**src/rtl/core/tsq_pkg.sv**
```systemverilog
// Shared types, register codes and reset values for the temperature qualifier.
`default_nettype none

package tsq_pkg;

  localparam int TEMP_W     = 12;
  localparam int FAIL_W     = 8;
  localparam int NSENS      = 3;
  localparam int WINDOW_DEF = 8;

  localparam int CFG_IDX_W = 2;
  localparam int CFG_W     = 12;

  localparam logic [CFG_IDX_W-1:0] REG_VALID_MIN  = 2'd0;
  localparam logic [CFG_IDX_W-1:0] REG_VALID_MAX  = 2'd1;
  localparam logic [CFG_IDX_W-1:0] REG_MAX_STEP   = 2'd2;
  localparam logic [CFG_IDX_W-1:0] REG_FAIL_LIMIT = 2'd3;

  localparam logic signed [TEMP_W-1:0] VALID_MIN_RST  = -12'sd880;
  localparam logic signed [TEMP_W-1:0] VALID_MAX_RST  = 12'sd2000;
  localparam logic        [TEMP_W-1:0] MAX_STEP_RST   = 12'd80;
  localparam logic        [FAIL_W-1:0] FAIL_LIMIT_RST = 8'd3;
  localparam logic signed [TEMP_W-1:0] HELD_RST       = 12'sd400;
  localparam logic        [FAIL_W-1:0] FAIL_SAT       = 8'd255;

  typedef struct packed {
    logic signed [TEMP_W-1:0] reading_a;
    logic signed [TEMP_W-1:0] reading_b;
    logic signed [TEMP_W-1:0] reading_c;
    logic                     ok_a;
    logic                     ok_b;
    logic                     ok_c;
  } in_t;

  typedef struct packed {
    logic signed [TEMP_W-1:0] filtered_a;
    logic signed [TEMP_W-1:0] filtered_b;
    logic signed [TEMP_W-1:0] filtered_c;
    logic signed [TEMP_W-1:0] control_temp;
    logic        [2:0]        accepted;
    logic                     degraded;
    logic                     fault;
  } out_t;

endpackage

`default_nettype wire

```
**src/rtl/core/tsq_ram.sv**
```systemverilog
// Generic single-write, single-read RAM with registered read data.
`default_nettype none

module tsq_ram #(
  parameter int WIDTH = 12,
  parameter int DEPTH = 24,
  localparam int AW = (DEPTH > 1) ? $clog2(DEPTH) : 1
) (
  input  wire logic             clk,
  input  wire logic             we,
  input  wire logic [AW-1:0]    waddr,
  input  wire logic [WIDTH-1:0] wdata,
  input  wire logic             re,
  input  wire logic [AW-1:0]    raddr,
  output logic      [WIDTH-1:0] rdata
);

  logic [WIDTH-1:0] mem [DEPTH];

  always_ff @(posedge clk) begin
    if (we) begin
      mem[waddr] <= wdata;
    end
  end

  always_ff @(posedge clk) begin
    if (re) begin
      rdata <= mem[raddr];
    end
  end

endmodule

`default_nettype wire

```
**src/rtl/core/tsq_div.sv**
```systemverilog
// Bit-serial restoring divider for signed means, quotient truncated toward zero.
`default_nettype none

module tsq_div #(
  parameter int DVD_W = 16,
  parameter int DVS_W = 4
) (
  input  wire logic                             clk,
  input  wire logic                             rst_n,
  input  wire logic                             start,
  input  wire logic                             neg,
  input  wire logic [DVD_W-1:0]                 dividend,
  input  wire logic [DVS_W-1:0]                 divisor,
  output logic                                  done,
  output logic signed [tsq_pkg::TEMP_W-1:0]     quot
);

  localparam int CNT_W = $clog2(DVD_W + 1);

  logic             busy_r, busy_nxt;
  logic             done_r, done_nxt;
  logic [CNT_W-1:0] cnt_r, cnt_nxt;
  logic [DVD_W-1:0] quo_r, quo_nxt;
  logic [DVS_W-1:0] rem_r, rem_nxt;
  logic [DVS_W-1:0] dvs_r, dvs_nxt;
  logic             neg_r, neg_nxt;
  logic [DVS_W:0]   trial;
  logic [DVS_W:0]   diff;
  logic             ge;

  assign trial = {rem_r, quo_r[DVD_W-1]};
  assign ge    = trial >= {1'b0, dvs_r};
  assign diff  = trial - {1'b0, dvs_r};

  always_comb begin
    busy_nxt = busy_r;
    done_nxt = 1'b0;
    cnt_nxt  = cnt_r;
    quo_nxt  = quo_r;
    rem_nxt  = rem_r;
    dvs_nxt  = dvs_r;
    neg_nxt  = neg_r;
    if (start) begin
      busy_nxt = 1'b1;
      cnt_nxt  = CNT_W'(DVD_W);
      quo_nxt  = dividend;
      rem_nxt  = '0;
      dvs_nxt  = divisor;
      neg_nxt  = neg;
    end else if (busy_r) begin
      quo_nxt = {quo_r[DVD_W-2:0], ge};
      rem_nxt = ge ? diff[DVS_W-1:0] : trial[DVS_W-1:0];
      cnt_nxt = cnt_r - 1'b1;
      if (cnt_r == CNT_W'(1)) begin
        busy_nxt = 1'b0;
        done_nxt = 1'b1;
      end
    end
  end

  always_ff @(posedge clk) begin
    if (!rst_n) begin
      busy_r <= 1'b0;
      done_r <= 1'b0;
      cnt_r  <= '0;
    end else begin
      busy_r <= busy_nxt;
      done_r <= done_nxt;
      cnt_r  <= cnt_nxt;
    end
  end

  always_ff @(posedge clk) begin
    quo_r <= quo_nxt;
    rem_r <= rem_nxt;
    dvs_r <= dvs_nxt;
    neg_r <= neg_nxt;
  end

  assign done = done_r;
  assign quot = neg_r ? -$signed(quo_r[tsq_pkg::TEMP_W-1:0])
                      : $signed(quo_r[tsq_pkg::TEMP_W-1:0]);

endmodule

`default_nettype wire

```
**src/rtl/core/triple_sensor_temperature_qualifier.sv**
```systemverilog
// Top level: three-sensor plausibility check, window means and control temperature.
`default_nettype none

// One in beat carries an update of three sensors and yields one out beat. The
// sensors are handled in turn: a check cycle writes an accepted reading into
// the shared sample RAM, the window is then read back one entry per cycle
// through the RAM's single read port, and a bit-serial divider with a
// dividend of SUM_W = 12 + clog2(WINDOW + 1) bits forms the mean. A last
// division averages the qualifying sensors. The next in beat is taken as soon
// as the result sits in the output register, even while out_stall holds it
// there.
module triple_sensor_temperature_qualifier #(
  parameter int WINDOW = tsq_pkg::WINDOW_DEF
) (
  input  wire logic                            clk,
  input  wire logic                            rst_n,
  input  wire logic                            in_valid,
  output logic                                 in_stall,
  input  wire tsq_pkg::in_t                    in_data,
  output logic                                 out_valid,
  input  wire logic                            out_stall,
  output tsq_pkg::out_t                        out_data,
  input  wire logic                            cfg_we,
  input  wire logic [tsq_pkg::CFG_IDX_W-1:0]   cfg_idx,
  input  wire logic [tsq_pkg::CFG_W-1:0]       cfg_wdata
);

  localparam int TW     = tsq_pkg::TEMP_W;
  localparam int FW     = tsq_pkg::FAIL_W;
  localparam int DEPTH  = 3 * WINDOW;
  localparam int ADDR_W = (DEPTH > 1) ? $clog2(DEPTH) : 1;
  localparam int IDX_W  = (WINDOW > 1) ? $clog2(WINDOW) : 1;
  localparam int CNT_W  = $clog2(WINDOW + 1);
  localparam int SUM_W  = TW + $clog2(WINDOW + 1);
  localparam int DVS_W  = (CNT_W < 2) ? 2 : CNT_W;
  localparam int CS_W   = TW + 2;

  localparam logic [2:0] ST_IDLE = 3'd0;
  localparam logic [2:0] ST_CHK  = 3'd1;
  localparam logic [2:0] ST_RD   = 3'd2;
  localparam logic [2:0] ST_SDIV = 3'd3;
  localparam logic [2:0] ST_CTL  = 3'd4;
  localparam logic [2:0] ST_CDIV = 3'd5;
  localparam logic [2:0] ST_FIN  = 3'd6;

  logic [2:0] state_r, state_nxt;

  logic signed [TW-1:0] vmin_r, vmax_r;
  logic        [TW-1:0] step_r;
  logic        [FW-1:0] flim_r;

  tsq_pkg::in_t  item_r, item_nxt;
  tsq_pkg::out_t out_r, out_nxt;
  logic          out_valid_r, out_valid_nxt;

  logic [IDX_W-1:0]     wp_r   [3];
  logic [IDX_W-1:0]     wp_nxt [3];
  logic [CNT_W-1:0]     fill_r   [3];
  logic [CNT_W-1:0]     fill_nxt [3];
  logic [FW-1:0]        fail_r   [3];
  logic [FW-1:0]        fail_nxt [3];
  logic                 seen_r   [3];
  logic                 seen_nxt [3];
  logic signed [TW-1:0] last_r   [3];
  logic signed [TW-1:0] last_nxt [3];
  logic signed [TW-1:0] filt_r   [3];
  logic signed [TW-1:0] filt_nxt [3];
  logic signed [TW-1:0] held_r, held_nxt;

  logic [1:0]              sidx_r, sidx_nxt;
  logic [2:0]              mask_r, mask_nxt;
  logic [1:0]              qcnt_r, qcnt_nxt;
  logic [CNT_W-1:0]        rd_idx_r, rd_idx_nxt;
  logic                    rd_vld_r, rd_vld_nxt;
  logic signed [SUM_W-1:0] acc_r, acc_nxt;

  logic              ram_we, ram_re;
  logic [ADDR_W-1:0] ram_waddr, ram_raddr, base;
  logic [TW-1:0]     ram_rdata;

  logic                 div_start, div_neg, div_done;
  logic [SUM_W-1:0]     div_dvd;
  logic [DVS_W-1:0]     div_dvs;
  logic signed [TW-1:0] div_quot;

  logic signed [TW-1:0] t_sel;
  logic                 ok_sel;
  logic signed [TW:0]   diff;
  logic        [TW:0]   absd;
  logic                 accept;
  logic [CNT_W-1:0]     n_cur;
  logic [SUM_W-1:0]     acc_mag;
  logic [2:0]           qual;
  logic signed [CS_W-1:0] csum;
  logic        [CS_W-1:0] cmag;

  always_comb begin
    case (sidx_r)
      2'd0: begin
        t_sel  = item_r.reading_a;
        ok_sel = item_r.ok_a;
      end
      2'd1: begin
        t_sel  = item_r.reading_b;
        ok_sel = item_r.ok_b;
      end
      default: begin
        t_sel  = item_r.reading_c;
        ok_sel = item_r.ok_c;
      end
    endcase
  end

  assign base  = ADDR_W'(sidx_r) * ADDR_W'(WINDOW);
  assign diff  = (TW+1)'(t_sel) - (TW+1)'(last_r[sidx_r]);
  assign absd  = diff[TW] ? (TW+1)'(-diff) : (TW+1)'(diff);
  assign accept = ok_sel && (t_sel >= vmin_r) && (t_sel <= vmax_r) &&
                  (!seen_r[sidx_r] || (step_r == '0) || (absd <= {1'b0, step_r}));
  assign n_cur   = fill_r[sidx_r];
  assign acc_mag = acc_r[SUM_W-1] ? SUM_W'(-acc_r) : SUM_W'(acc_r);

  always_comb begin
    for (int s = 0; s < 3; s++) begin
      qual[s] = fail_r[s] < flim_r;
    end
  end
  assign csum = (qual[0] ? CS_W'(filt_r[0]) : CS_W'(0)) +
                (qual[1] ? CS_W'(filt_r[1]) : CS_W'(0)) +
                (qual[2] ? CS_W'(filt_r[2]) : CS_W'(0));
  assign cmag = csum[CS_W-1] ? CS_W'(-csum) : CS_W'(csum);

  always_comb begin
    state_nxt     = state_r;
    item_nxt      = item_r;
    out_nxt       = out_r;
    out_valid_nxt = out_valid_r && out_stall;
    wp_nxt        = wp_r;
    fill_nxt      = fill_r;
    fail_nxt      = fail_r;
    seen_nxt      = seen_r;
    last_nxt      = last_r;
    filt_nxt      = filt_r;
    held_nxt      = held_r;
    sidx_nxt      = sidx_r;
    mask_nxt      = mask_r;
    qcnt_nxt      = qcnt_r;
    rd_idx_nxt    = rd_idx_r;
    rd_vld_nxt    = 1'b0;
    acc_nxt       = acc_r;
    ram_we        = 1'b0;
    ram_waddr     = base + ADDR_W'(wp_r[sidx_r]);
    ram_re        = 1'b0;
    ram_raddr     = base + ADDR_W'(rd_idx_r);
    div_start     = 1'b0;
    div_neg       = acc_r[SUM_W-1];
    div_dvd       = acc_mag;
    div_dvs       = DVS_W'(n_cur);

    case (state_r)
      ST_IDLE: begin
        if (in_valid) begin
          item_nxt  = in_data;
          sidx_nxt  = 2'd0;
          mask_nxt  = 3'b000;
          state_nxt = ST_CHK;
        end
      end
      ST_CHK: begin
        if (accept) begin
          ram_we           = 1'b1;
          wp_nxt[sidx_r]   = (wp_r[sidx_r] == IDX_W'(WINDOW - 1)) ? '0
                                                                  : wp_r[sidx_r] + 1'b1;
          if (fill_r[sidx_r] < CNT_W'(WINDOW)) begin
            fill_nxt[sidx_r] = fill_r[sidx_r] + 1'b1;
          end
          last_nxt[sidx_r] = t_sel;
          seen_nxt[sidx_r] = 1'b1;
          fail_nxt[sidx_r] = '0;
          mask_nxt[sidx_r] = 1'b1;
        end else if (fail_r[sidx_r] != tsq_pkg::FAIL_SAT) begin
          fail_nxt[sidx_r] = fail_r[sidx_r] + 1'b1;
        end
        rd_idx_nxt = '0;
        acc_nxt    = '0;
        state_nxt  = ST_RD;
      end
      ST_RD: begin
        if (rd_vld_r) begin
          acc_nxt = acc_r + SUM_W'($signed(ram_rdata));
        end
        if (rd_idx_r < n_cur) begin
          ram_re     = 1'b1;
          rd_idx_nxt = rd_idx_r + 1'b1;
          rd_vld_nxt = 1'b1;
        end else if (!rd_vld_r) begin
          if (n_cur == '0) begin
            filt_nxt[sidx_r] = '0;
            if (sidx_r == 2'd2) begin
              state_nxt = ST_CTL;
            end else begin
              sidx_nxt  = sidx_r + 1'b1;
              state_nxt = ST_CHK;
            end
          end else begin
            div_start = 1'b1;
            state_nxt = ST_SDIV;
          end
        end
      end
      ST_SDIV: begin
        if (div_done) begin
          filt_nxt[sidx_r] = div_quot;
          if (sidx_r == 2'd2) begin
            state_nxt = ST_CTL;
          end else begin
            sidx_nxt  = sidx_r + 1'b1;
            state_nxt = ST_CHK;
          end
        end
      end
      ST_CTL: begin
        qcnt_nxt = 2'(qual[0]) + 2'(qual[1]) + 2'(qual[2]);
        div_neg  = csum[CS_W-1];
        div_dvd  = SUM_W'(cmag);
        div_dvs  = DVS_W'(qcnt_nxt);
        if (qcnt_nxt != 2'd0) begin
          div_start = 1'b1;
          state_nxt = ST_CDIV;
        end else begin
          state_nxt = ST_FIN;
        end
      end
      ST_CDIV: begin
        if (div_done) begin
          held_nxt  = div_quot;
          state_nxt = ST_FIN;
        end
      end
      ST_FIN: begin
        if (!out_valid_r || !out_stall) begin
          out_nxt.filtered_a   = filt_r[0];
          out_nxt.filtered_b   = filt_r[1];
          out_nxt.filtered_c   = filt_r[2];
          out_nxt.control_temp = held_r;
          out_nxt.accepted     = mask_r;
          out_nxt.degraded     = qcnt_r == 2'd2;
          out_nxt.fault        = qcnt_r <= 2'd1;
          out_valid_nxt        = 1'b1;
          state_nxt            = ST_IDLE;
        end
      end
      default: begin
        state_nxt = ST_IDLE;
      end
    endcase
  end

  always_ff @(posedge clk) begin
    if (!rst_n) begin
      state_r     <= ST_IDLE;
      out_valid_r <= 1'b0;
      held_r      <= tsq_pkg::HELD_RST;
      rd_vld_r    <= 1'b0;
      for (int s = 0; s < 3; s++) begin
        wp_r[s]   <= '0;
        fill_r[s] <= '0;
        fail_r[s] <= '0;
        seen_r[s] <= 1'b0;
        last_r[s] <= '0;
      end
    end else begin
      state_r     <= state_nxt;
      out_valid_r <= out_valid_nxt;
      held_r      <= held_nxt;
      rd_vld_r    <= rd_vld_nxt;
      wp_r        <= wp_nxt;
      fill_r      <= fill_nxt;
      fail_r      <= fail_nxt;
      seen_r      <= seen_nxt;
      last_r      <= last_nxt;
    end
  end

  always_ff @(posedge clk) begin
    item_r   <= item_nxt;
    out_r    <= out_nxt;
    filt_r   <= filt_nxt;
    sidx_r   <= sidx_nxt;
    mask_r   <= mask_nxt;
    qcnt_r   <= qcnt_nxt;
    rd_idx_r <= rd_idx_nxt;
    acc_r    <= acc_nxt;
  end

  always_ff @(posedge clk) begin
    if (!rst_n) begin
      vmin_r <= tsq_pkg::VALID_MIN_RST;
      vmax_r <= tsq_pkg::VALID_MAX_RST;
      step_r <= tsq_pkg::MAX_STEP_RST;
      flim_r <= tsq_pkg::FAIL_LIMIT_RST;
    end else if (cfg_we) begin
      case (cfg_idx)
        tsq_pkg::REG_VALID_MIN:  vmin_r <= $signed(cfg_wdata[TW-1:0]);
        tsq_pkg::REG_VALID_MAX:  vmax_r <= $signed(cfg_wdata[TW-1:0]);
        tsq_pkg::REG_MAX_STEP:   step_r <= cfg_wdata[TW-1:0];
        tsq_pkg::REG_FAIL_LIMIT: flim_r <= cfg_wdata[FW-1:0];
        default: ;
      endcase
    end
  end

  tsq_ram #(
    .WIDTH (TW),
    .DEPTH (DEPTH)
  ) u_samples (
    .clk   (clk),
    .we    (ram_we),
    .waddr (ram_waddr),
    .wdata (t_sel),
    .re    (ram_re),
    .raddr (ram_raddr),
    .rdata (ram_rdata)
  );

  tsq_div #(
    .DVD_W (SUM_W),
    .DVS_W (DVS_W)
  ) u_div (
    .clk      (clk),
    .rst_n    (rst_n),
    .start    (div_start),
    .neg      (div_neg),
    .dividend (div_dvd),
    .divisor  (div_dvs),
    .done     (div_done),
    .quot     (div_quot)
  );

  assign in_stall  = state_r != ST_IDLE;
  assign out_valid = out_valid_r;
  assign out_data  = out_r;

`ifndef ASSERT_OFF
  a_accept_starts_check: assert property (@(posedge clk) disable iff (!rst_n)
    in_valid && !in_stall |=> state_r == ST_CHK)
    else $error("accepted beat did not start the sensor check");

  a_div_done_expected: assert property (@(posedge clk) disable iff (!rst_n)
    div_done |-> (state_r == ST_SDIV || state_r == ST_CDIV))
    else $error("divider finished outside a divide wait");

  a_fill_bounded: assert property (@(posedge clk) disable iff (!rst_n)
    fill_r[0] <= CNT_W'(WINDOW) && fill_r[1] <= CNT_W'(WINDOW) &&
    fill_r[2] <= CNT_W'(WINDOW))
    else $error("window fill count beyond window size");

  a_out_from_fin: assert property (@(posedge clk) disable iff (!rst_n)
    $rose(out_valid_r) |-> $past(state_r) == ST_FIN)
    else $error("result beat raised outside the finish state");
`endif

endmodule

`default_nettype wire

```
**config.mk**
```make
export PLATFORM = sky130hd
export DESIGN_NAME = triple_sensor_temperature_qualifier
export DESIGN_NICKNAME = d
export VERILOG_FILES = /design/src/rtl/core/tsq_pkg.sv /design/src/rtl/core/tsq_ram.sv /design/src/rtl/core/tsq_div.sv /design/src/rtl/core/triple_sensor_temperature_qualifier.sv
export SDC_FILE = /design/constraint.sdc
export NUM_CORES = 1
export LEC_CHECK = 0
export BUFFER_PORTS_ARGS = -buffer_cell sky130_fd_sc_hd__buf_2
export CORE_AREA = 8 8 229 231
export CTS_CLUSTER_DIAMETER = 120
export DETAILED_ROUTE_END_ITERATION = 16
export DIE_AREA = 0 0 237 239
export PLACE_DENSITY_LB_ADDON = 0.05
export SETUP_SLACK_MARGIN = 0.15
export SYNTH_ARGS = -nofsm -noshare
export SYNTH_HDL_FRONTEND = slang
export SYNTH_SLANG_ARGS = --single-unit
```
**constraint.sdc**
```tcl
create_clock -name clk -period 10.8 [get_ports clk]
set_clock_uncertainty 0.1 [all_clocks]
set_input_delay 2.16 -clock clk [delete_from_list [all_inputs] [get_ports clk]]
set_output_delay 2.16 -clock clk [all_outputs]
set_load 0.05 [all_outputs]
```
=== Yosys cells after proc, flatten, opt, wreduce, memory -nomap -nowiden ===
Memories as Yosys holds them, arrays and structs flattened. A register that Yosys moved wholly into a read port is not among the register bits.
Cells that the tools add are included.

* Input port bits: 58
* Memories kept: 1
* Output and inout port bits: 55
* Memory bits (writable): 288
* Register bits after elaboration: 332
* Word-level logic and storage cells: 262

{| class="wikitable"
|+ Memory list
! name !! words !! bits a word !! rd ports !! clocked after memory_dff !! write ports !! RTL line !! source
|-
| u_samples.mem || 24 || 12 || 1 || 1 || 1 || tsq_ram.sv:18 || <nowiki>logic [WIDTH-1:0] mem [DEPTH];</nowiki>
|}

* Order comparisons: 14
* Reduce and logical (&&, ||, !) cells: 43
* $add $sub $neg: 19
* Bitwise gates (word level): 9
* Muxes and demuxes: 98
* Eq/ne operators: 25

{| class="wikitable"
|+ Operators by type and width
! cell !! number
|-
| 2-to-1 mux 36 bit || 4
|-
| 2-to-1 mux 16 bit || 5
|-
| bitwise mux 36 bit || 2
|-
| case mux 36 bit (2 select lines) || 1
|-
| 2-to-1 mux 14 bit || 4
|-
| 2-to-1 mux 12 bit || 4
|-
| 2-to-1 mux 24 bit || 2
|-
| 2-to-1 mux 3 bit || 14
|-
| AND 36 bit || 1
|-
| NOT 36 bit || 1
|-
| case mux 16 bit (2 select lines) || 1
|-
| adder 14 bit || 2
|-
| AND 24 bit || 1
|-
| binary-select mux 12 bit (select 2 bit) || 1
|-
| bitwise mux 24 bit || 1
|-
| demux 12 bit (select 2 bit) || 1
|-
| less-than comparator 8 bit || 3
|-
| 2-to-1 mux 8 bit || 3
|-
| NOT 24 bit || 1
|-
| case mux 12 bit (2 select lines) || 1
|-
| AND reduction 2 bit || 11
|-
| 2-to-1 mux 1 bit || 21
|-
| case mux 3 bit (7 select lines) || 1
|-
| 2-to-1 mux 4 bit || 5
|-
| 70 further kinds || 117
|}

=== Logic depth before layout (Yosys ltp) ===
Gate-level depths: netlist of run 1.

* Depth in word-level cells: 14
* Gate-level depth with buffers: 37
* Gate-level depth less buffers: 30

=== Hierarchy ===
Synthesis of run 1 repeated with hierarchy kept, for this count alone.

* Cells, all modules: 2428
* Area total of the unflattened synthesis: 29891.2 um2

{| class="wikitable"
|+ By module, submodules not included
! module !! area an instance (um2) !! cells each !! times used !! seq. area each (um2)
|-
| triple_sensor_temperature_qualifier || 16628.4 || 1729 || 1 || 7557.2
|-
| tsq_ram || 11572.3 || 551 || 1 || 9008.6
|-
| tsq_div || 1690.4 || 148 || 1 || 850.8
|}

=== Worst setup path before layout of run 1 ===
Ideal clock, no wire load.

* Kind: register to register
* Start: reg sidx_r[1]
* End: mem u_samples.mem[13][0] (enable)
* Path buffers: 7
* Slack: 1.772 ns
* Period minus slack after synthesis: 9.028 ns
* Cell stages (with the launch flop): 33
* Setup time: 0.380 ns
* Arrival time: 8.548 ns
* Required time: 10.320 ns
* Cells stage by stage: edfxtp_1 > buf_1 > clkbuf_1 > buf_1 > inv_1 > ha_1 > clkbuf_1 > clkbuf_1 > a21oi_1 > a21oi_1 > nor2_1 > ha_1 > nor2b_1 > o21ai_0 > o211ai_1 > a41oi_1 > a21o_1 > nor4_1 > nor3b_1 > nor3_1 > a31oi_1 > xnor2_1 > ha_1 > a2111oi_0 > nand2_1 > o21ai_0 > o2111ai_1 > a21oi_1 > and2_1 > clkbuf_1 > clkbuf_1 > nand3_1 > nor2_1

* Elaborated cells on any way between the ends: 31
* Those cells by class: add/sub: 3; order compare: 3; eq/ne: 1; mux: 16; bitwise: 1; reduce/logical: 7

{| class="wikitable"
|+ RTL lines
! element !! RTL line !! source
|-
| from (decl) || triple_sensor_temperature_qualifier.sv:70 || <nowiki>logic [1:0] sidx_r, sidx_nxt;</nowiki>
|-
| from (signal assigned) || triple_sensor_temperature_qualifier.sv:288 || <nowiki>sidx_r <= sidx_nxt;</nowiki>
|-
| == test 2 x 1 -> 1 bit / logical NOT 2 bit (equally long branches) || triple_sensor_temperature_qualifier.sv:98 || <nowiki>case (sidx_r)</nowiki>
|-
| case mux 12 bit (2 select lines) (*) || triple_sensor_temperature_qualifier.sv:98 ||
|-
| via t_sel[1] || triple_sensor_temperature_qualifier.sv:86 || <nowiki>logic signed [TW-1:0] t_sel;</nowiki>
|-
| subtractor 12 x 12 -> 13 bit || triple_sensor_temperature_qualifier.sv:115 || <nowiki>assign diff = (TW+1)'(t_sel) - (TW+1)'(last_r[sidx_r]);</nowiki>
|-
| negation 13 bit || triple_sensor_temperature_qualifier.sv:116 || <nowiki>assign absd = diff[TW] ? (TW+1)'(-diff) : (TW+1)'(diff);</nowiki>
|-
| 2-to-1 mux 13 bit || triple_sensor_temperature_qualifier.sv:116 ||
|-
| <= comparator 13 x 12 -> 1 bit || triple_sensor_temperature_qualifier.sv:118 || <nowiki>(!seen_r[sidx_r] || (step_r == '0) || (absd <= {1'b0, step_r}));</nowiki>
|-
| logical OR 1 bit || triple_sensor_temperature_qualifier.sv:118 ||
|-
| logical AND 1 bit (*) || triple_sensor_temperature_qualifier.sv:117 || <nowiki>assign accept = ok_sel && (t_sel >= vmin_r) && (t_sel <= vmax_r) &&</nowiki>
|-
| 2-to-1 mux 1 bit (*) || triple_sensor_temperature_qualifier.sv:169 || <nowiki>if (accept) begin</nowiki>
|-
| 2-to-1 mux 1 bit (*) || triple_sensor_temperature_qualifier.sv:159 || <nowiki>case (state_r)</nowiki>
|-
| 2-to-1 mux 1 bit (*) || tsq_ram.sv:21 || <nowiki>if (we) begin</nowiki>
|-
| 2-to-1 mux 1 bit (implied by the code) (*) || tsq_ram.sv:22 || <nowiki>mem[waddr] <= wdata;</nowiki>
|-
| to (decl) || tsq_ram.sv:18 ||
|}

The timed path passes the listed nets; every way through them passes the cells marked *. The select of a mux whose other input is x is not followed.

=== Worst setup path after layout of run 1 ===
* Start: reg sidx_r[0]
* End: mem u_samples.mem[21][8] (enable)

Same word-level chain as after synthesis.

==> results by group, run 1 <==
Clock network
  • CTS tree: built
  • Max Root-Sink Buffers: 3
  • Clock H-tree levels: 2
  • # hold bufs at CTS: 0
  • Clock Pin Slew Worst Setup and Hold Paths: around 60 ps
  • Post-CTS setup buffers: 0
  • # resized after CTS: 0
  • Total clock sinks: 632
  • Clock root buffer master: clkbuf_16
  • CTS buffer count: between 60 and 70
  • Clock Latency Late Sink: ~650 ps

Critical path
  • Crit Path Max Fanout: 33
  • Critical Path Sink Type: flip-flop
  • R2r setup slk: about 1800 ps
  • Worst path slowest cell: nor2_1
  • Critical path arrival: a little over 9000 ps
  • Critical Path RT: ~11000 ps
  • Crit Path Class: flip-flop to flip-flop
  • Nature of the critical path startpoint: flip-flop
  • Slowest Stage Delay on Critical Path: 990 ps

Synth
  • Register area share after synthesis: 58.4%
  • Top FF cell, synth: edfxtp_1
  • Synth Area in Compound Gates: under 10%
  • Mapped cell area: slightly below 30000 µm²
  • Async SR Flop Fraction: 0%
  • Post-Synth XOR/XNOR Area: roughly 2.6%
  • Synthesis-stage register bit count: about 630
  • Mapped Nets: 2627
  • Mux cell area share after synthesis: 9.83%
  • Largest family of logic cells by synthesized area: simple AND/OR/NAND/NOR gates
  • Adder-Cell Fraction of Synth Area: slightly above 6%
  • Post-synth EDFFs: between 400 and 500
  • Synth Instances: 2435
  • Post-synth cell types: just under 80
  • Average cell area after synthesis: between 10 and 15 µm²
  • YS warnings: 0
  • Simple-gate share of the synthesized area: a little under an eighth

Final layout
  • Most common cell after layout, fill and taps aside: edfxtp_1
  • Fraction of layout cells with a size suffix above 1: about 14%
  • FILL cells: ~3500
  • Multi-input logic area: between 10000 and 15000 µm²
  • Layout area overhead: 11.3%
  • FF+latch area: 17400 µm²
  • Layout Nets: 2724
  • Most frequent cells in the layout: edfxtp_1, nand2_1, dfxtp_1
  • Diode count: 0

STA
  • Final hold violations: 0
  • # setup viols final: 0
  • Rel. slew slack: around a fifth
  • Post-route clock period utilization: 82.9%
  • Slew @ Worst Pin: 1180 ps
  • Setup TNS: 0 ps
  • Unrepaired setup endpoints after global routing: false
  • Fin crit period: around 9000 ps
  • Fmax: between 0.1 and 0.15 GHz
  • Slew Limit Fails: 0

Worst hold path
  • Hold crit path type: flip-flop to flip-flop

Floorplanning
  • Ports: 113
  • Initial Util: about three fifths
  • Chip Height: ~240 µm
  • Core area: just under 50000 µm²
  • FP Rows: 81
  • DIE AREA: 56600 µm²
  • Die width: approximately 240 µm

Placement
  • Port Buf Inserts: between 100 and 150
  • DPL Wire Length: approximately 48000 µm
  • Placer Congestion: 0.928

Routing
  • Vias/cell: 6.08
  • Vias: 19500
  • Routed WL per cell: roughly 22 µm
  • Initial DRC count: between 1500 and 2000
  • Final antenna-violating net count: 0
  • Drt drc: 0
  • Total Routed Length: between 70000 and 80000 µm
  • First-pass DRT Iterations: 5

Power and ir drop
  • Power per cell area: 320 nW/µm²
  • Power, Total: 10.6 mW
  • Leakage: ~12 nW
  • Max VDD drop: approximately 0.00028 V

GRT
  • Global-route wire length before repair: approximately 110000 µm
  • Initial antenna violation count: 0
  • Largest net degree at the start of global routing: between 100 and 150
  • Met2 GRT Util: between 40% and 50%
  • Grt met3 use: 3.69%
  • Tot GR Track Use: 24.7%
  • Gr busiest metal: met2
  • GRT overflow: 0
  • GR Layer Usage met1: around 32%
  • Vias in the first global route: 19600

Outcome
  • Outcome: completed

Job
  • Max Cap Violations: 0
Yosys cell counts (15+ instances only):
cell type / instances / area (µm²)
o21a_1: 18 / 135
nand3_1: 72 / 360
xnor2_1: 53 / 464
o211ai_1: 21 / 158
nor2_1: 155 / 582
o2bb2ai_1: 15 / 131
nor2b_1: 22 / 138
dfxtp_1: 156 / 3120
mux4_2: 84 / 1890
nand2b_1: 24 / 150
xor2_1: 32 / 280
inv_1: 125 / 469
ha_1: 117 / 1460
nand2_1: 362 / 1360
a21o_1: 25 / 188
edfxtp_1: 476 / 14300
nand4_1: 17 / 106
mux2i_1: 103 / 1030
clkbuf_1: 83 / 312
fa_1: 17 / 340
o21ai_0: 116 / 581
nor3_1: 20 / 100
buf_1: 21 / 78.8
a21oi_1: 83 / 415
a21boi_0: 36 / 270
routing by layer:
| metal | wire length (µm) | share of wire, % |
|---|---|---|
| met4 | 2290 | 3.2 |
| met2 | 34600 | 49 |
| met3 | 4330 | 6.1 |
| met1 | 29700 | 42 |
| met5 | 0 | 0 |
cell families after synthesis:
family                   after synthesis
AO/OA/AOI/OAI                        400
XOR/XNOR                              86
adder cells (fa/ha/maj)              135
buffers and inverters                238
flip-flops                           632
multiplexers                         188
AND/OR/NAND/NOR                      756
report_power, final:
group | total, mW | internal, mW | leakage [nW] | switching [mW]
Sequential | 3.42 | 3.25 | 5.60 | 0.170
Clock | 2.29 | 1.35 | 1.08 | 0.942
Combinational | 4.90 | 1.80 | 5.75 | 3.10
stage by stage:
step / area [µm²] / worst slack, ps / cells / util [%] / hold WS [ps]
after CTS: 33200 / 1880 / 3207 / 68.4 / 335
after global placement: 31000 / 2200 / 3091 / 63.9 / 318
after global routing: 33200 / 992 / 3207 / 68.4 / 346
after floorplan: 29800 / 1770 / 2435 / - / 308
final: 33200 / 1850 / 3207 / 68.4 / 337
after detailed placement: 31000 / 1930 / 3091 / 63.9 / 320
final cells by class:
cell class	instances	area share [%]
clock buffers	70	4.79
clock inverters	46	1.74
inverters	126	1.42
multi-input cells	1565	34.8
flip-flops and latches	632	52.4
well taps	622	2.34
repair buffers	146	2.46
path summary, 6_finish.rpt:
kind | cells past startpoint | from | endpoint
setup / recovery | 30 | sidx_r[0] | u_samples.mem[21][8]
hold / removal | 0 | held_r[6] | out_data[11]
setup reg to reg | 30 | sidx_r[0] | u_samples.mem[21][8]
hold reg to reg | 0 | held_r[6] | out_data[11]
sequential cells by signal, indices dropped and copies added, names as in the netlist, 5 cells and up:
signal / flops
u_samples.mem: 288
vmin_r: 12
flim_r: 8
item_r: 39
step_r: 12
last_r: 36
fill_r: 12
u_samples.rdata: 12
wp_r: 9
held_r: 12
vmax_r: 12
fail_r: 24
filt_r: 36
out_data: 53
u_div.cnt_r: 5
acc_r: 16
u_div.quo_r: 16
critical path, delay by kind of cell (launching register included):
family | cells | cell delay (ps)
AOI/OAI and AO/OA | 11 | 2890
xor gates and xnor gates | 1 | 140
adders and majority gates | 4 | 1200
buffers and inverters | 5 | 970
DFF | 1 | 350
and+or+nand+nor | 9 | 2850
Power figures use the tool's default switching activity.
==> inputs of run 2 (changes only) <==
==> constraint.sdc (replaced) <==
create_clock -name clk -period 8.4 [get_ports clk]
set_clock_uncertainty 0.1 [all_clocks]
set_input_delay 1.68 -clock clk [delete_from_list [all_inputs] [get_ports clk]]
set_output_delay 1.68 -clock clk [all_outputs]
set_load 0.05 [all_outputs]
==> results by group, run 2 (synthesis results as in run 1) <==
Outcome
  • Outcome: completed

Final layout
  • Biggest register: u_samples.mem
  • Diode count: 0
  • Layout area overhead: 13.7%
  • Layout Nets: 2748
  • Max FFs per register: 288
  • Most common cell after layout, fill and taps aside: edfxtp_1
  • Fraction of layout cells with a size suffix above 1: around 16%
  • Post-layout util: 69.9%
  • Most frequent cells in the layout: edfxtp_1, nand2_1, dfxtp_1

Power and ir drop
  • Clk pwr share: 22.3%
  • Power, Total: ~14 mW
  • Switching share of power: about 40%
  • Leakage: 12.6 nW
  • Power per cell area: slightly above 400 nW/µm²
  • Max VDD drop: between 0.0003 and 0.0004 V
  • Sw power: around 5.6 mW
  • Sequential Power Share: between 30% and 40%
  • Combinational Power Share: approximately 46%
  • P_int: between 8 and 9 mW

Routing
  • Total Routed Length: 74900 µm
  • Drt drc: 0
  • Initial DRC count: around 2100
  • Vias/cell: about 6.2
  • Final antenna-violating net count: 0
  • Routed WL per cell: 23.2 µm
  • Vias: 20000
  • First-pass DRT Iterations: 7

Clock network
  • Clock Pin Slew Worst Setup and Hold Paths: approximately 60 ps
  • Clock H-tree levels: 3
  • Clock Latency Late Sink: 630 ps
  • Total clock sinks: between 600 and 700
  • CTS buffer count: between 60 and 70
  • Max Root-Sink Buffers: 3
  • Clock root buffer master: clkbuf_16
  • CTS tree: built

Job
  • Max Cap Violations: 0

Placement
  • Placer Congestion: ~0.91
  • DPL Wire Length: approximately 49000 µm
  • Port Buf Inserts: about 110

Critical path
  • Crit Path Max Fanout: 14
  • FF-to-FF Start: sidx_r[0]
  • R2r setup slk: between 800 and 900 ps
  • Worst path slowest cell: nor2_4
  • Buf+Inv Stages, Crit Path: 4
  • Critical path arrival: slightly below 8000 ps
  • Crit Path Class: flip-flop to flip-flop
  • Depth of the most critical reg-to-reg path: 29
  • Nature of the critical path startpoint: flip-flop
  • Critical Path RT: 8570 ps
  • Slowest Stage Delay on Critical Path: slightly below 500 ps
  • Reg2reg end: u_samples.mem[17][1]
  • CP Depth: 29
  • CP top delay family: simple AND/OR/NAND/NOR gates
  • Critical Path Sink Type: flip-flop

Floorplanning
  • Initial Util: between 60% and 70%
  • DIE AREA: between 50000 and 60000 µm²
  • Chip Height: between 200 and 250 µm
  • Die width: between 200 and 250 µm
  • FP Rows: 81
  • Ports: around 110
  • Core area: 48500 µm²

Worst hold path
  • Hold Path Origin: held_r[10]
  • WHS Path Cells: 0
  • Hold EP: out_data[15]
  • Hold crit path type: flip-flop to flip-flop

GRT
  • Initial antenna violation count: 0
  • Global-route wire length before repair: 113000 µm
  • GRT overflow: 0
  • Tot GR Track Use: between 20% and 30%
  • Largest net degree at the start of global routing: 93
  • Vias in the first global route: approximately 20000

STA
  • Post-route clock period utilization: 90.1%
  • # setup viols final: 0
  • Final hold violations: 0
  • Fmax: roughly 0.13 GHz
  • Slew Limit Fails: 0
  • Rel. slew slack: a little over 20%
  • Unrepaired setup endpoints after global routing: false
  • Fin crit period: about 7600 ps
  • Setup TNS: 0 ps
  • Slew @ Worst Pin: between 1000 and 1500 ps
## run 2: cell types whose count changed in the layout (fill, tap and decap cells not counted), sizes merged
cell,delta
buf,+18
clkbuf,+6
clkinvlp,+5
inv,-4
bufinv,-2
clkinv,+2
## run 2: layout make-up
class	instances	area, µm²
Sequential cell	632	17400
Fill cell	3371	14600
Multi-Input combinational cell	1565	11800
Clock buffer	76	1750
Timing Repair Buffer	164	1160
Tap cell	622	778
Clock inverter	47	569
Inverter	126	473
## run 2: power by group through the flow
stage                     clock (mW)  combinational (mW)  sequential, mW
final                           3.10                6.40            4.40
after global routing            3.25                6.96            4.43
after CTS                       3.12                6.31            4.40
after detailed placement           0                6.26            4.47
after global placement             0                6.12            4.46
after floorplan                    0                4.44            4.38
## run 2: worst max-delay path by stage
stage	slack (ps)	endpoint	startpoint
floorplan	110	u_samples.mem[1][0]	sidx_r[1]
global placement	680	u_samples.mem[21][9]	sidx_r[0]
detailed placement	390	u_samples.mem[20][8]	sidx_r[0]
CTS	320	u_samples.mem[21][10]	sidx_r[0]
global route	250	u_samples.mem[10][1]	sidx_r[0]
finish	830	u_samples.mem[17][1]	sidx_r[0]
## run 2: through the flow
| stage | instances | hold slack (ps) | worst slack (ps) | instance area [µm²] |
|---|---|---|---|---|
| floorplan | 2435 | 308 | 113 | 29900 |
| global placement | 3092 | 312 | 681 | 31100 |
| detailed placement | 3092 | 320 | 388 | 31100 |
| CTS | 3215 | 334 | 319 | 33400 |
| global route | 3232 | 339 | 248 | 33900 |
| finish | 3232 | 335 | 834 | 33900 |
## run 2: repair_timing
item                       in CTS  in global routing
gates resized for setup         0                 31
setup buffers                   0                 16
hold endpoints to repair        0                  0
hold buffers                    0                  0
setup endpoints to repair       0                305
## run 2: layer usage
layer | global-route usage, % | vias to the layer above | wire [µm] | part of all wire, %
met2 | 42.9 | 825 | 36700 | 49
met4 | 7.34 | 0 | 1930 | 2.6
met3 | 3.95 | 143 | 4860 | 6.5
met1 | 34.6 | 9881 | 31400 | 42
met5 | 0 | - | 0 | 0
li1 | - | 9147 | - | -
==> inputs of run 3 (changes only) <==
--- a/config.mk
+++ b/config.mk
@@ -6,10 +6,10 @@
 export NUM_CORES = 1
 export LEC_CHECK = 0
 export BUFFER_PORTS_ARGS = -buffer_cell sky130_fd_sc_hd__buf_2
-export CORE_AREA = 8 8 229 231
+export CORE_AREA = 8 8 254 256
 export CTS_CLUSTER_DIAMETER = 120
 export DETAILED_ROUTE_END_ITERATION = 16
-export DIE_AREA = 0 0 237 239
+export DIE_AREA = 0 0 262 264
 export PLACE_DENSITY_LB_ADDON = 0.05
 export SETUP_SLACK_MARGIN = 0.15
 export SYNTH_ARGS = -nofsm -noshare
==> constraint.sdc (replaced) <==
create_clock -name clk -period 8.4 [get_ports clk]
set_clock_uncertainty 0.1 [all_clocks]
set_input_delay 1.68 -clock clk [delete_from_list [all_inputs] [get_ports clk]]
set_output_delay 1.68 -clock clk [all_outputs]
set_load 0.01 [all_outputs]
==> results by group, run 3 (synthesis results as in run 1) <==
Final layout
  • Most frequent cells in the layout: edfxtp_1, nand2_1, dfxtp_1
  • Multi-input logic area: roughly 12000 µm²
  • Finished Cell Area: between 30000 and 40000 µm²
  • Fin cells: around 3400
  • FF+latch area: around 17000 µm²
  • Layout Nets: 2738
  • Layout area overhead: 12.9%
  • Max FFs per register: 288
  • FILL cells: a little over 5000
  • Fraction of layout cells with a size suffix above 1: between 10% and 20%
  • Most common cell after layout, fill and taps aside: edfxtp_1
  • Biggest register: u_samples.mem

Floorplanning
  • Chip Height: 264 µm
  • Initial Util: 49.1%
  • FP Rows: 91
  • Core area: 60800 µm²
  • Ports: between 100 and 150
  • DIE AREA: just under 70000 µm²
  • Die width: 262 µm

Routing
  • First-pass DRT Iterations: 5
  • Drt drc: 0
  • Vias: 19400
  • Initial DRC count: about 1500
  • Final antenna-violating net count: 0
  • Vias/cell: 5.71
  • Routed WL per cell: roughly 22 µm
  • Total Routed Length: 74700 µm

Critical path
  • Critical path arrival: around 8000 ps
  • Reg2reg end: u_samples.mem[22][8]
  • Critical Path Source: sidx_r[0]
  • Nature of the critical path startpoint: flip-flop
  • Critical Path RT: 8540 ps
  • FF-to-FF Start: sidx_r[0]
  • Worst path slowest cell: nor2_2
  • CP Capture Point: u_samples.mem[22][8]
  • Crit Path Class: flip-flop to flip-flop
  • Buf+Inv Stages, Crit Path: 3
  • Crit Path Max Fanout: 17
  • CP top delay family: simple AND/OR/NAND/NOR gates
  • Depth of the most critical reg-to-reg path: 27
  • Slowest Stage Delay on Critical Path: just over 700 ps
  • R2r setup slk: around 500 ps
  • Critical Path Sink Type: flip-flop
  • CP Depth: 27

STA
  • # setup viols final: 0
  • Fmax: around 0.13 GHz
  • Slew @ Worst Pin: around 1200 ps
  • Setup ws final: about 500 ps
  • Unrepaired setup endpoints after global routing: true
  • Slew Limit Fails: 0
  • Setup TNS: 0 ps
  • Post-route clock period utilization: 94.0%
  • Final hold violations: 0
  • Rel. slew slack: between 10% and 20%
  • Fin crit period: approximately 7900 ps

Job
  • Max Cap Violations: 0

Power and ir drop
  • Leakage: 12.5 nW
  • Clk pwr share: a little over a fifth
  • Sequential Power Share: between 30% and 40%
  • Switching share of power: between 40% and 50%
  • Sw power: roughly 5.5 mW
  • Power, Total: around 14 mW
  • P_int: 8.25 mW
  • Max VDD drop: approximately 0.00026 V
  • Combinational Power Share: a little under half
  • Power per cell area: a little over 400 nW/µm²

Placement
  • Placement Setup Slack: around 550 ps
  • Cells after DPL: 3265
  • Placer Congestion: between 0.8 and 0.9
  • DP Area: ~31000 µm²
  • DPL Wire Length: slightly above 50000 µm
  • Port Buf Inserts: between 100 and 150

GRT
  • Largest net degree at the start of global routing: 97
  • Vias in the first global route: 19500
  • Tot GR Track Use: approximately 22%
  • GRT overflow: 0
  • Global-route wire length before repair: ~110000 µm
  • Initial antenna violation count: 1

Outcome
  • Outcome: completed

Clock network
  • Clock root buffer master: clkbuf_16
  • Clock H-tree levels: 3
  • Total clock sinks: roughly 630
  • CTS buffer count: 69
  • Max Root-Sink Buffers: 3
  • Clock Latency Late Sink: approximately 620 ps
  • Clock Pin Slew Worst Setup and Hold Paths: approximately 60 ps
  • # hold bufs at CTS: 0
  • CTS tree: built

Worst hold path
  • Hold crit path type: flip-flop to flip-flop
-- run 3: stage by stage --
stage	hold slack (ps)	utilization (%)
6_report	328	55.4
5_1_grt	348	55.4
4_1_cts	330	55.3
3_5_place_dp	316	51.6
3_3_place_gp	317	51.6
2_1_floorplan	308	-
-- run 3: layout make-up --
cell class                 count  area share (%)
sequential                   632            51.7
multi-input combinational   1565            34.6
antenna                        1         0.00743
timing repair buffer         152            2.56
clock inverter                37            1.11
clock buffer                  87            5.66
inverter                     126            1.40
tap                          790            2.93
-- run 3: worst register-to-register path: stages (launching register included) --
cell	delay (ps)
edfxtp_1	420
ha_2	320
or2_2	440
o21a_1	230
inv_1	120
ha_1	190
inv_1	60
fa_1	400
a21oi_1	220
nor2_1	60
a2bb2oi_1	350
a211o_1	230
nand2_1	150
o211ai_1	200
nor3b_1	420
nor3_1	110
a31oi_1	220
xnor2_1	150
ha_1	280
a2111oi_0	420
nand2_1	90
o21ai_0	210
o2111ai_1	130
a21oi_1	280
and2_1	170
buf_4	240
nand3_1	570
nor2_2	730
-- run 3: timing repair --
action,4_1_cts,5_1_grt
gates resized for setup,0,11
endpoints found under the setup margin,0,288
setup buffers,0,0
-- run 3: power groups by stage --
stage | Sequential (mW) | Combinational (mW) | Clock (mW)
after floorplan | 4.37 | 4.43 | 0
after global placement | 4.47 | 6.26 | 0
after detailed placement | 4.47 | 6.36 | 0
after CTS | 4.41 | 6.39 | 3.10
after global routing | 4.44 | 7.02 | 3.21
final | 4.40 | 6.37 | 3.02
-- run 3: worst min-delay path by stage --
| stage | from | to | slack [ps] | cells after the start |
|---|---|---|---|---|
| 4_1_cts | held_r[7] | out_data[12] | 330 | 0 |
| 2_1_floorplan | held_r[7] | out_data[12] | 310 | 0 |
| 3_3_place_gp | held_r[11] | out_data[16] | 320 | 0 |
| 5_1_grt | held_r[4] | out_data[9] | 350 | 0 |
| 6_report | held_r[7] | out_data[12] | 330 | 0 |
| 3_5_place_dp | held_r[7] | out_data[12] | 320 | 0 |
-- run 3: layer usage --
metal / up-vias / part of all wire (%) / track usage, %
met2: 565 / 48 / 35.1
met3: 118 / 5.9 / 4.23
met5: - / 0.017 / 0
met1: 9568 / 44 / 29.0
li1: 9110 / - / -
met4: 2 / 2.4 / 6.81
